`config.mk`:
```
export PLATFORM = sky130hd
export DESIGN_NAME = bitmap_unit_allocator
export DESIGN_NICKNAME = d
export VERILOG_FILES = /design/src/hw/rtl/bua_pkg.sv /design/src/hw/rtl/bua_ram.sv /design/src/hw/rtl/bitmap_unit_allocator.sv
export SDC_FILE = /design/constraint.sdc
export NUM_CORES = 2
export LEC_CHECK = 0
export BUFFER_PORTS_ARGS = -buffer_cell sky130_fd_sc_hd__buf_2
export CAP_MARGIN = 20
export CORE_MARGIN = 5
export CORE_UTILIZATION = 42
export DETAILED_ROUTE_END_ITERATION = 10
export PLACE_DENSITY_LB_ADDON = 0.15
export SLEW_MARGIN = 25
export SYNTH_ARGS = -nofsm -noshare
export SYNTH_HDL_FRONTEND = slang
export SYNTH_SLANG_ARGS = --single-unit
```
`constraint.sdc`:
```
create_clock -name clk -period 17.26 [get_ports clk]
set_input_delay 1.726 -clock clk [delete_from_list [all_inputs] [get_ports clk]]
set_output_delay 1.726 -clock clk [all_outputs]
set_load 0.005 [all_outputs]
```
`src/hw/rtl/bua_pkg.sv`:
```
// bua_pkg: shared constants, payload types and state codes of the bitmap unit allocator
`default_nettype none

package bua_pkg;

  // memory geometry
  localparam int MEM_UNITS   = 1024;
  localparam int WORD_W      = 64;
  localparam int NUM_WORDS   = MEM_UNITS / WORD_W;
  localparam int ADDR_W      = (NUM_WORDS > 1) ? $clog2(NUM_WORDS) : 1;
  localparam int CADDR_W     = ADDR_W + 1;
  localparam int BIT_W       = $clog2(WORD_W);
  localparam int CHUNK_W     = 8;
  localparam int NUM_CHUNKS  = WORD_W / CHUNK_W;
  localparam int CHUNK_IDX_W = $clog2(NUM_CHUNKS);
  localparam int CHUNK_BIT_W = $clog2(CHUNK_W);
  localparam int WCNT_W      = $clog2(WORD_W + 1);
  localparam int CNT_W       = $clog2(MEM_UNITS + 1);

  // field widths
  localparam int START_W     = 10;
  localparam int SIZE_W      = 11;
  localparam int IDX_FIELD_W = 10;
  localparam int RESERVE_W   = 11;
  localparam int CMP_W       = (CNT_W > SIZE_W + 1) ? CNT_W : SIZE_W + 1;

  localparam logic [RESERVE_W-1:0] RESERVE_RESET = RESERVE_W'(64);

  // register port
  localparam int PADDR_W = 2;
  localparam int PDATA_W = 32;
  localparam logic [PADDR_W-1:0] REG_RESERVE = '0;

  typedef enum logic [0:0] {
    REQ_ALLOC = 1'b0,
    REQ_FREE  = 1'b1
  } req_kind_t;

  typedef enum logic [1:0] {
    ST_OK  = 2'd0,
    ST_OOM = 2'd1,
    ST_END = 2'd2
  } status_t;

  typedef struct packed {
    req_kind_t          req_type;
    logic [START_W-1:0] start_req;
    logic [SIZE_W-1:0]  size;
  } in_item_t;

  typedef struct packed {
    status_t                status;
    logic [IDX_FIELD_W-1:0] first_index;
    logic [SIZE_W-1:0]      units_done;
  } out_item_t;

  typedef enum logic [2:0] {
    S_IDLE,
    S_COUNT,
    S_DECIDE,
    S_RD,
    S_EVAL,
    S_APPLY,
    S_PART,
    S_OUT
  } state_t;

endpackage

`default_nettype wire

```
`src/hw/rtl/bua_ram.sv`:
```
// bua_ram: generic single write port, single read port ram with registered read
`default_nettype none

module bua_ram #(
  parameter int WIDTH = 64,
  parameter int DEPTH = 16
) (
  input  wire logic                                      clk,
  input  wire logic                                      we,
  input  wire logic [((DEPTH > 1) ? $clog2(DEPTH) : 1)-1:0] waddr,
  input  wire logic [WIDTH-1:0]                          wdata,
  input  wire logic [((DEPTH > 1) ? $clog2(DEPTH) : 1)-1:0] raddr,
  output logic      [WIDTH-1:0]                          rdata
);

  logic [WIDTH-1:0] mem [DEPTH];

  always_ff @(posedge clk) begin
    if (we) begin
      mem[waddr] <= wdata;
    end
    rdata <= mem[raddr];
  end

endmodule

`default_nettype wire

```
`src/hw/rtl/bitmap_unit_allocator.sv`:
```
// bitmap_unit_allocator: top level of the bitmap unit allocator
//
// The occupancy bitmap (one bit per memory unit, 1 = used) lives in a ram of
// NUM_WORDS words of WORD_W bits; a per-word valid flag cleared at reset makes
// every word read as all free until first written, so there is no clearing pass.
// Requests are handled one at a time. An allocate transfer first streams the
// whole bitmap through the read port, one word a cycle, to count free units and
// locate the lowest free unit, then decides against the reserve. A free transfer
// skips the count. The marking or clearing pass then visits words from the lowest
// free word (allocate) or the start word (free), reading, evaluating and writing
// back each word in turn; the one word in which the request runs out is finished
// eight bits a cycle. A free of zero size visits no words. The next request is
// taken as soon as the result register is loaded, even while that result still
// waits for its transfer on the output side; its own result then waits until that
// transfer has gone. The reserve register sits at address 0.
`default_nettype none

module bitmap_unit_allocator
  import bua_pkg::*;
(
  input  wire logic               clk,
  input  wire logic               rst,
  // request channel
  input  wire logic               in_valid,
  output logic                    in_ready,
  input  wire in_item_t           in_data,
  // result channel
  output logic                    out_valid,
  input  wire logic               out_ready,
  output out_item_t               out_data,
  // register port
  input  wire logic               psel,
  input  wire logic               penable,
  input  wire logic               pwrite,
  input  wire logic [PADDR_W-1:0] paddr,
  input  wire logic [PDATA_W-1:0] pwdata,
  output logic      [PDATA_W-1:0] prdata,
  output logic                    pready
);

  function automatic logic [WCNT_W-1:0] popcount(input logic [WORD_W-1:0] w);
    logic [WCNT_W-1:0] n;
    n = '0;
    for (int i = 0; i < WORD_W; i++) begin
      n = n + WCNT_W'(w[i]);
    end
    return n;
  endfunction

  // lowest set bit, found as first nonzero byte then first bit in it
  function automatic logic [BIT_W-1:0] first_set(input logic [WORD_W-1:0] w);
    logic [CHUNK_IDX_W-1:0] ck;
    logic [CHUNK_W-1:0]     cw;
    logic [CHUNK_BIT_W-1:0] b;
    ck = '0;
    b  = '0;
    for (int k = NUM_CHUNKS - 1; k >= 0; k--) begin
      if (w[k*CHUNK_W +: CHUNK_W] != '0) begin
        ck = CHUNK_IDX_W'(k);
      end
    end
    cw = w[ck*CHUNK_W +: CHUNK_W];
    for (int j = CHUNK_W - 1; j >= 0; j--) begin
      if (cw[j]) begin
        b = CHUNK_BIT_W'(j);
      end
    end
    return {ck, b};
  endfunction

  state_t state, state_next;

  // configuration
  logic [RESERVE_W-1:0] reserve;

  // request being worked on
  in_item_t             req;
  logic [SIZE_W-1:0]    remaining;
  logic [SIZE_W-1:0]    done;
  status_t              status_q;
  logic [IDX_FIELD_W-1:0] first_q;
  logic [ADDR_W-1:0]    waddr;
  logic                 first_word;

  // count pass
  logic [CADDR_W-1:0]   cnt_addr;
  logic                 pend;
  logic [ADDR_W-1:0]    pend_addr;
  logic [CNT_W-1:0]     free_count;
  logic                 found;
  logic [ADDR_W-1:0]    low_word;
  logic [WORD_W-1:0]    low_zeros;

  // word being modified
  logic [WORD_W-1:0]    word_q;
  logic [WORD_W-1:0]    cand_q;
  logic [WCNT_W-1:0]    cnt_q;
  logic [CHUNK_IDX_W-1:0] chunk;

  // bitmap storage
  logic [NUM_WORDS-1:0] row_valid;
  logic                 rd_valid;
  logic                 ram_we;
  logic [WORD_W-1:0]    ram_wdata;
  logic [ADDR_W-1:0]    ram_raddr;
  logic [WORD_W-1:0]    ram_rdata;

  // combinational helpers
  logic [WORD_W-1:0]    eff_word;
  logic [WORD_W-1:0]    zeros;
  logic [WORD_W-1:0]    start_mask;
  logic [WORD_W-1:0]    cand;
  logic [CMP_W-1:0]     need_total;
  logic                 oom;
  logic                 apply_fits;
  logic [SIZE_W-1:0]    apply_rem;
  logic [SIZE_W-1:0]    apply_done;
  logic                 apply_end;
  logic                 last_word;
  logic [WORD_W-1:0]    part_word;
  logic [SIZE_W-1:0]    part_rem;
  logic [SIZE_W-1:0]    part_done;
  logic                 part_end;
  logic                 in_take;
  logic                 in_short;
  logic                 out_free;
  logic                 cfg_wr;

  bua_ram #(
    .WIDTH (WORD_W),
    .DEPTH (NUM_WORDS)
  ) u_map (
    .clk   (clk),
    .we    (ram_we),
    .waddr (waddr),
    .wdata (ram_wdata),
    .raddr (ram_raddr),
    .rdata (ram_rdata)
  );

  assign in_ready = (state == S_IDLE);
  assign in_take  = in_valid && in_ready;
  assign out_free = !out_valid || out_ready;
  assign pready   = 1'b1;
  assign cfg_wr   = psel && penable && pwrite && pready && (paddr == REG_RESERVE);

  always_comb begin
    case (paddr)
      REG_RESERVE: prdata = PDATA_W'(reserve);
      default:     prdata = '0;
    endcase
  end

  // free request that touches nothing: zero size or start beyond the map
  assign in_short = (in_data.req_type == REQ_FREE) &&
                    ((in_data.size == '0) || (32'(in_data.start_req) >= 32'(MEM_UNITS)));

  // a word never written reads as all free
  assign eff_word   = rd_valid ? ram_rdata : '0;
  assign zeros      = ~eff_word;
  assign start_mask = {WORD_W{1'b1}} << req.start_req[BIT_W-1:0];
  assign cand       = (req.req_type == REQ_FREE) ?
                      (eff_word & (first_word ? start_mask : {WORD_W{1'b1}})) : zeros;

  assign need_total = CMP_W'(req.size) + CMP_W'(reserve);
  assign oom        = CMP_W'(free_count) < need_total;

  assign last_word  = (waddr == ADDR_W'(NUM_WORDS - 1));
  assign apply_fits = SIZE_W'(cnt_q) <= remaining;
  assign apply_rem  = remaining - SIZE_W'(cnt_q);
  assign apply_done = done + SIZE_W'(cnt_q);
  assign apply_end  = (apply_rem == '0) || last_word;

  // flip candidates of one byte while units are still owed
  always_comb begin
    part_word = word_q;
    part_rem  = remaining;
    part_done = done;
    for (int j = 0; j < CHUNK_W; j++) begin
      if (cand_q[{chunk, CHUNK_BIT_W'(j)}] && (part_rem != '0)) begin
        part_word[{chunk, CHUNK_BIT_W'(j)}] = ~part_word[{chunk, CHUNK_BIT_W'(j)}];
        part_rem  = part_rem - 1'b1;
        part_done = part_done + 1'b1;
      end
    end
  end

  assign part_end = (part_rem == '0) || (chunk == CHUNK_IDX_W'(NUM_CHUNKS - 1));

  always_ff @(posedge clk) begin
    if (rst) begin
      state <= S_IDLE;
    end else begin
      state <= state_next;
    end
  end

  always_comb begin
    state_next = state;
    ram_we     = 1'b0;
    ram_wdata  = word_q ^ cand_q;
    ram_raddr  = (state == S_COUNT) ? cnt_addr[ADDR_W-1:0] : waddr;
    case (state)
      S_IDLE: begin
        if (in_take) begin
          if (in_data.req_type == REQ_ALLOC) begin
            state_next = S_COUNT;
          end else if (in_short) begin
            state_next = S_OUT;
          end else begin
            state_next = S_RD;
          end
        end
      end
      S_COUNT: begin
        if ((cnt_addr == CADDR_W'(NUM_WORDS)) && !pend) begin
          state_next = S_DECIDE;
        end
      end
      S_DECIDE: begin
        if (oom || (req.size == '0) || !found) begin
          state_next = S_OUT;
        end else begin
          state_next = S_RD;
        end
      end
      S_RD:   state_next = S_EVAL;
      S_EVAL: state_next = S_APPLY;
      S_APPLY: begin
        if (apply_fits) begin
          ram_we     = 1'b1;
          state_next = apply_end ? S_OUT : S_RD;
        end else begin
          state_next = S_PART;
        end
      end
      S_PART: begin
        ram_wdata = part_word;
        if (part_end) begin
          ram_we     = 1'b1;
          state_next = S_OUT;
        end
      end
      S_OUT: begin
        if (out_free) begin
          state_next = S_IDLE;
        end
      end
      default: state_next = S_IDLE;
    endcase
  end

  // valid flags, configuration and result register
  always_ff @(posedge clk) begin
    if (rst) begin
      row_valid <= '0;
      reserve   <= RESERVE_RESET;
      out_valid <= 1'b0;
      pend      <= 1'b0;
    end else begin
      if (ram_we) begin
        row_valid[waddr] <= 1'b1;
      end
      if (cfg_wr) begin
        reserve <= pwdata[RESERVE_W-1:0];
      end
      if ((state == S_OUT) && out_free) begin
        out_valid <= 1'b1;
      end else if (out_ready) begin
        out_valid <= 1'b0;
      end
      if (state == S_COUNT) begin
        pend <= (cnt_addr < CADDR_W'(NUM_WORDS));
      end else begin
        pend <= 1'b0;
      end
    end
  end

  always_ff @(posedge clk) begin
    rd_valid <= row_valid[ram_raddr];
    if ((state == S_OUT) && out_free) begin
      out_data.status      <= status_q;
      out_data.first_index <= first_q;
      out_data.units_done  <= done;
    end
  end

  // request datapath
  always_ff @(posedge clk) begin
    case (state)
      S_IDLE: begin
        if (in_take) begin
          req        <= in_data;
          done       <= '0;
          remaining  <= in_data.size;
          first_q    <= '0;
          first_word <= 1'b1;
          waddr      <= ADDR_W'(in_data.start_req >> BIT_W);
          cnt_addr   <= '0;
          free_count <= '0;
          found      <= 1'b0;
          status_q   <= (in_short && (in_data.size != '0)) ? ST_END : ST_OK;
        end
      end
      S_COUNT: begin
        if (cnt_addr < CADDR_W'(NUM_WORDS)) begin
          cnt_addr  <= cnt_addr + 1'b1;
          pend_addr <= cnt_addr[ADDR_W-1:0];
        end
        if (pend) begin
          free_count <= free_count + CNT_W'(popcount(zeros));
          if (!found && (zeros != '0)) begin
            found     <= 1'b1;
            low_word  <= pend_addr;
            low_zeros <= zeros;
          end
        end
      end
      S_DECIDE: begin
        if (oom) begin
          status_q <= ST_OOM;
        end else if (found) begin
          first_q <= IDX_FIELD_W'({low_word, first_set(low_zeros)});
          waddr   <= low_word;
        end
      end
      S_EVAL: begin
        word_q <= eff_word;
        cand_q <= cand;
        cnt_q  <= popcount(cand);
      end
      S_APPLY: begin
        chunk <= '0;
        if (apply_fits) begin
          remaining <= apply_rem;
          done      <= apply_done;
          if (!apply_end) begin
            waddr      <= waddr + 1'b1;
            first_word <= 1'b0;
          end
          // free ran out of memory with units still owed
          if (apply_end && (apply_rem != '0) && (req.req_type == REQ_FREE)) begin
            status_q <= ST_END;
          end
        end
      end
      S_PART: begin
        word_q    <= part_word;
        remaining <= part_rem;
        done      <= part_done;
        chunk     <= chunk + 1'b1;
      end
      default: begin
      end
    endcase
  end

  // a failed allocation reports no units and no index
  assert property (@(posedge clk) disable iff (rst)
    (out_valid && (out_data.status == ST_OOM)) |->
      ((out_data.units_done == '0) && (out_data.first_index == '0)))
    else $error("failed allocation reports units");

  // never more units handled than requested
  assert property (@(posedge clk) disable iff (rst)
    (state == S_OUT) |-> (done <= req.size))
    else $error("units done exceeds request size");

  // a successful free clears exactly the requested count
  assert property (@(posedge clk) disable iff (rst)
    ((state == S_OUT) && (req.req_type == REQ_FREE) && (status_q == ST_OK)) |->
      (done == req.size))
    else $error("free reported ok with units missing");

  // partial word handling only starts with units still owed
  assert property (@(posedge clk) disable iff (rst)
    (state == S_PART) |-> (remaining != '0))
    else $error("partial word entered with nothing owed");

endmodule

`default_nettype wire

```
# After elaboration in Yosys (flattened, before gate mapping)
# Memory sizes are Yosys's and may differ from the RTL's. A register that Yosys moved wholly into a read port is not among the register bits.
# Cells that the tools add are included.
# W data, S select, Z words.
[word_totals]
regBits = 340
input_bits = 63
mem_bits_rw = 1024
wordCells = 483
output_inout_bits = 58
memories = 1
[classes]
shifts = 2
reduce_logical = 82
eq_ne = 23
muxes = 163
n_lt_le_gt_ge = 22
bitwise_logic = 13
add_sub_neg = 149
[mem_list]
columns = ["memory", "words", "word_bits", "read_ports", "rd_clocked_by_memory_dff", "write_ports", "line_no", "rtl"]
rows = [
  ["u_map.mem", 16, 64, 1, 1, 1, "bua_ram.sv:16", "logic [WIDTH-1:0] mem [DEPTH];"],
]
[ops]
columns = ["op", "n"]
rows = [
  ["$add A7 B1 Y7", 114],
  ["$mux W64", 12],
  ["$bwmux W64", 8],
  ["$mux W11", 22],
  ["$pmux W64 S2", 1],
  ["$reduce_bool A11 Y1", 10],
  ["$add A11 B1 Y11 const B", 8],
  ["$sub A11 B1 Y11 const B", 8],
  ["$mux W3", 28],
  ["$pmux W11 S3", 2],
  ["$and A64 B64 Y64", 1],
  ["$not A64 Y64", 1],
  ["$reduce_bool A64 Y1", 1],
  ["$reduce_bool A8 Y1", 8],
  ["$shiftx A64 B7 Y8", 1],
  ["$shl A64 B6 Y64 const A", 1],
  ["$xor A64 B64 Y64", 1],
  ["$lt A6 B7 Y1 const B", 8],
  ["$bmux W1 S3", 16],
  ["$ge A6 B1 Y1 const B", 8],
  ["$logic_not A11 Y1", 4],
  ["$mux W1", 38],
  ["$mux W10", 3],
  ["$logic_and A1 B1 Y1", 28],
  ["other kinds (52)", 122],
]

# Longest topological paths before layout
[depth]
word_depth = 68
depth_mapped = 33
mapped_depth_nobuf = 27

# By module
# Synthesis repeated with hierarchy kept, for this count alone.
[hier_totals]
hier_cells = 4703
area_unflattened_um2 = 67871.3
[modules_own_cells]
columns = ["module", "seq_area_each_um2", "cells_per_inst", "instances", "area_each_um2"]
rows = [
  ["bua_ram", 32030.7, 1647, 1, 39581.7],
  ["bitmap_unit_allocator", 9879.5, 3056, 1, 28289.6],
]

# Worst setup path after synthesis
# OpenSTA, ideal clock, no wires.
[synth_path]
kind = "register to register"
startpoint = "register remaining[0]"
endpoint = "memory u_map.mem[12][0] (enable)"
path_slack_ns = 4.185
t_required_ns = 16.682
setup_ns = 0.578
period_less_slack_ns = 13.075
path_stages_with_launch = 30
n_path_buf = 4
arrival_time_ns = 12.497
cell_sequence = "edfxtp_1 > clkbuf_1 > inv_1 > ha_1 > or3b_2 > or4_1 > mux2_4 > buf_4 > o41a_4 > xnor2_2 > or4b_4 > a21oi_4 > nand3_1 > mux2i_4 > nor3_2 > a211oi_1 > a221o_1 > buf_4 > mux2_4 > o32ai_1 > nand4_2 > o21a_1 > a2111o_1 > a211o_1 > a211o_1 > nor3_1 > and4b_1 > a221oi_2 > buf_2 > nor3b_1"
[synth_between]
elab_chain_len = 30
word_cells_on_any_way = 40
cone_classes = "8 x add/sub; 1 x order compare; 13 x mux; 18 x reduce/logical"
[synth_rtl]
columns = ["element", "line_no", "rtl"]
rows = [
  ["from (decl)", "bitmap_unit_allocator.sv:78", "logic [SIZE_W-1:0] remaining;"],
  ["from (signal assigned)", "bitmap_unit_allocator.sv:296", "remaining <= in_data.size;"],
  ["from (signal assigned)", "bitmap_unit_allocator.sv:336", "remaining <= apply_rem;"],
  ["from (signal assigned)", "bitmap_unit_allocator.sv:350", "remaining <= part_rem;"],
  ["branches (longest 27 deep; another with $sub A11 B1 Y11)", "-", ""],
  ["$pmux W1 S2 *", "bitmap_unit_allocator.sv:203", "case (state)"],
  ["$mux W1 *", "bua_ram.sv:19", "if (we) begin"],
  ["$mux W1 (not written as such) *", "bua_ram.sv:20", "mem[waddr] <= wdata;"],
  ["to (decl)", "bua_ram.sv:16", ""],
]
# Mark *: on every way between the ends.

# Worst setup path in the final report
[layout_path]
startpoint = "register remaining[0]"
endpoint = "memory u_map.mem[14][6] (enable)"
# Same word-level chain as after synthesis.

==> flow_summary.yaml <==
clock_tree:
  cts_tree: "built"
  h-tree-depth: 4
  post_cts_buffers: 0
  cts.sink_count: 1428
  cts_buffer_depth: 3
  cts_hold_buf: 0
  clkTransAtPathRegs_ps: 70
  cts_repair_resize_count: 0
  cts-root-buf: "clkbuf_16"
  clk_latency_ps: 800
  cts_buffers: 156
final_layout:
  finalNonFillerCells: 7257
  design_area_um2: 77100
  register_area_um2: 41900
  nets: 5226
  antenna_cells: 0
  layout-drive-gt1-share: 0.173
  multi_input_area_um2: 24900
  area_growth_pct: 12.9
  fillers: 14200
sta:
  min_period_over_period: 0.718
  period_needed_ps: 12400
  rsz0062_at_grt: "false"
  fin_skew_ps: 32.3
  hold_viol_final: 0
  setup_tns_ps: 0
  final_max_slew_viol_count: 0
  worst_pin_slew_ps: 1080
  setup_viol: 0
  max_slew_margin: 0.283
  fmax_mhz: 80.7
setup_path:
  crit_path_max_fanout: 34
  cp.arrival_ps: 12800
  r2r_slack_ps: 4860
  crit_path_end_kind: "flip-flop"
  cp_common_cell: "buf_4"
  reg2reg_depth: 29
  critPathRequiredTime_ps: 17660
  worst_path_max_delay_cell: "a2111oi_0"
  r2r_start: "remaining[0]"
  crit_type: "reg2reg"
  cp-start-kind: "flip-flop"
  regToRegEndpoint: "u_map.mem[14][6]"
  slowest_delay_ps: 860
detailed_routing:
  drt_pass1_iterations: 6
  vias: 42500
  wl_per_cell_um: 27.0
  ant_nets: 0
  drc_errors: 0
  drt_iter0_drc: 4350
  vias_per_cell: 5.85
  drt-total-wl_um: 196000
synth:
  yosysUniqueCellTypes: 114
  synth-edff-count: 1331
  syn_inst: 4838
  yosys_warnings: 0
  syn-cell-area_um2: 68300
  synth_async_sr_flop_share: 0
  synth-seq-cells: 1428
  ys_seq_area_frac: 0.614
  ys.flop_type: "edfxtp_1"
  syn_avg_cell_area_um2: 14.1
grt:
  antenna_found_initial: 3
  grt_max_degree: 84
  grt_pass1_vias: 42300
  grt_pass1_wl_um: 288000
  grt_overflow: 0
  grtUsageTotal: 0.230
placed_design:
  place_congestion: 0.996
  port_buffers: 77
  dp_cells: 6961
  dp_hpwl_um: 132000
  placed_area_um2: 71800
floorplanning:
  die_x_um: 413
  design.die.area_um2: 171000
  die_y_um: 413
  pin_count: 121
  core_area_um2: 162000
  initial_core_util: 0.421
  num_rows: 148
min_path:
  min_path_cells: 0
  min_from: "status_q[1]"
  hold_path.class: "reg2reg"
  holdPathEnd: "out_data[22]"
status:
  status: "finished clean"
flow_run:
  max_cap_violations: 0
synthesized netlist by cell type, types with 17 or more instances:
cell type,number,area share
edfxtp_1,1331,0.59
a31oi_1,88,0.0081
nand3_1,102,0.0075
mux2_2,25,0.0041
a311oi_1,33,0.0042
buf_4,37,0.0041
clkbuf_1,194,0.011
a211oi_1,114,0.013
mux4_2,272,0.090
nor2b_1,20,0.0018
dfxtp_1,97,0.028
and3_1,22,0.0020
ha_1,98,0.018
or3_1,17,0.0016
o21a_1,27,0.0030
nor3_1,66,0.0048
xor2_1,42,0.0054
fa_1,113,0.033
nand4_1,34,0.0031
buf_1,38,0.0021
inv_1,236,0.013
o21ai_0,169,0.012
and2_1,118,0.011
nor4_1,37,0.0034
or4_1,20,0.0022
nor3b_1,21,0.0023
nand2b_1,42,0.0038
o22ai_1,64,0.0059
a21oi_1,161,0.012
mux2i_1,73,0.011
xnor2_1,109,0.014
o211ai_1,44,0.0048
a21o_1,46,0.0051
nor2_1,263,0.014
nand2_1,430,0.024
flip-flops by register name, indices dropped and copies added, names as in the netlist, 2 cells and up:
register,count
u_map.mem,1024
cand_q,64
low_zeros,64
u_map.rdata,64
word_q,64
out_data,23
req,18
row_valid,16
done,11
free_count,11
remaining,11
reserve,11
first_q,10
cnt_q,7
cnt_addr,5
low_word,4
pend_addr,4
waddr,4
chunk,3
state,3
status_q,2
how the worst max path moves through the flow:
stage	startpoint	end	cells past startpoint
floorplan	remaining[0]	u_map.mem[12][0]	29
global placement	remaining[0]	u_map.mem[14][25]	29
detailed placement	remaining[0]	u_map.mem[12][30]	29
CTS	remaining[0]	u_map.mem[12][14]	29
global route	remaining[0]	u_map.mem[12][14]	29
finish	remaining[0]	u_map.mem[14][6]	29
per-stage QoR:
| stage | setup WS, ps | hold WS (ps) | util |
|---|---|---|---|
| after floorplan | 4180 | 400 | - |
| after global placement | 4770 | 401 | 0.441 |
| after detailed placement | 4870 | 405 | 0.442 |
| after CTS | 4800 | 409 | 0.474 |
| after global routing | 3980 | 418 | 0.475 |
| final | 4860 | 413 | 0.475 |
placed cells by master (no fill, tap or decap), types with 71 or more instances in the layout:
| cell | instances |
|---|---|
| edfxtp_1 | 1331 |
| nand2_1 | 427 |
| mux4_2 | 272 |
| nor2_1 | 254 |
| inv_1 | 235 |
| o21ai_0 | 160 |
| clkbuf_16 | 158 |
| a21oi_1 | 157 |
| buf_4 | 124 |
| and2_1 | 117 |
| fa_1 | 113 |
| a211oi_1 | 112 |
| xnor2_1 | 109 |
| nand3_1 | 102 |
| ha_1 | 98 |
| dfxtp_1 | 96 |
| a31oi_1 | 86 |
| buf_2 | 83 |
| mux2i_1 | 71 |
cell families (layout without fill, tap and decap cells):
group / Yosys count / after routing / synth area share
AOI/OAI and AO/OA: 896 / 896 / 0.0883
xor gates and xnor gates: 152 / 152 / 0.0196
adders and majority gates: 211 / 211 / 0.0511
buffers and inverters: 517 / 741 / 0.0309
DFF: 1428 / 1428 / 0.614
muxes: 374 / 374 / 0.106
other: 2 / 22 / 0.000110
and+or+nand+nor: 1258 / 1258 / 0.0905
area by class of cell:
type,instances,area share
flip-flops and latches,1428,0.544
multi-input cells,2913,0.323
clock buffers,202,0.0542
well taps,2175,0.0353
repair buffers,215,0.0190
clock inverters,86,0.0128
inverters,238,0.0116
layer usage:
| metal | share of wire | routed length (um) | global-route usage | vias to the layer above |
|---|---|---|---|---|
| li1 | - | - | - | 18800 |
| met1 | 0.43 | 83900 | 0.318 | 21800 |
| met2 | 0.47 | 92600 | 0.373 | 1527 |
| met3 | 0.066 | 12900 | 0.0363 | 353 |
| met4 | 0.035 | 6860 | 0.0766 | 0 |
| met5 | 0 | 0 | 0 | - |
critical path: cells and delay by family, from the launching register on:
| family | cells | cell delay, ps |
|---|---|---|
| DFF | 1 | 550 |
| AOI/OAI and AO/OA | 13 | 4710 |
| and+or+nand+nor | 10 | 4330 |
| xor gates and xnor gates | 1 | 260 |
| adders and majority gates | 1 | 250 |
| buffers and inverters | 4 | 1740 |
Power is left out: the tool's default activity adds up to more than one toggle a clock period on the data nets, which glitch-free logic cannot reach.
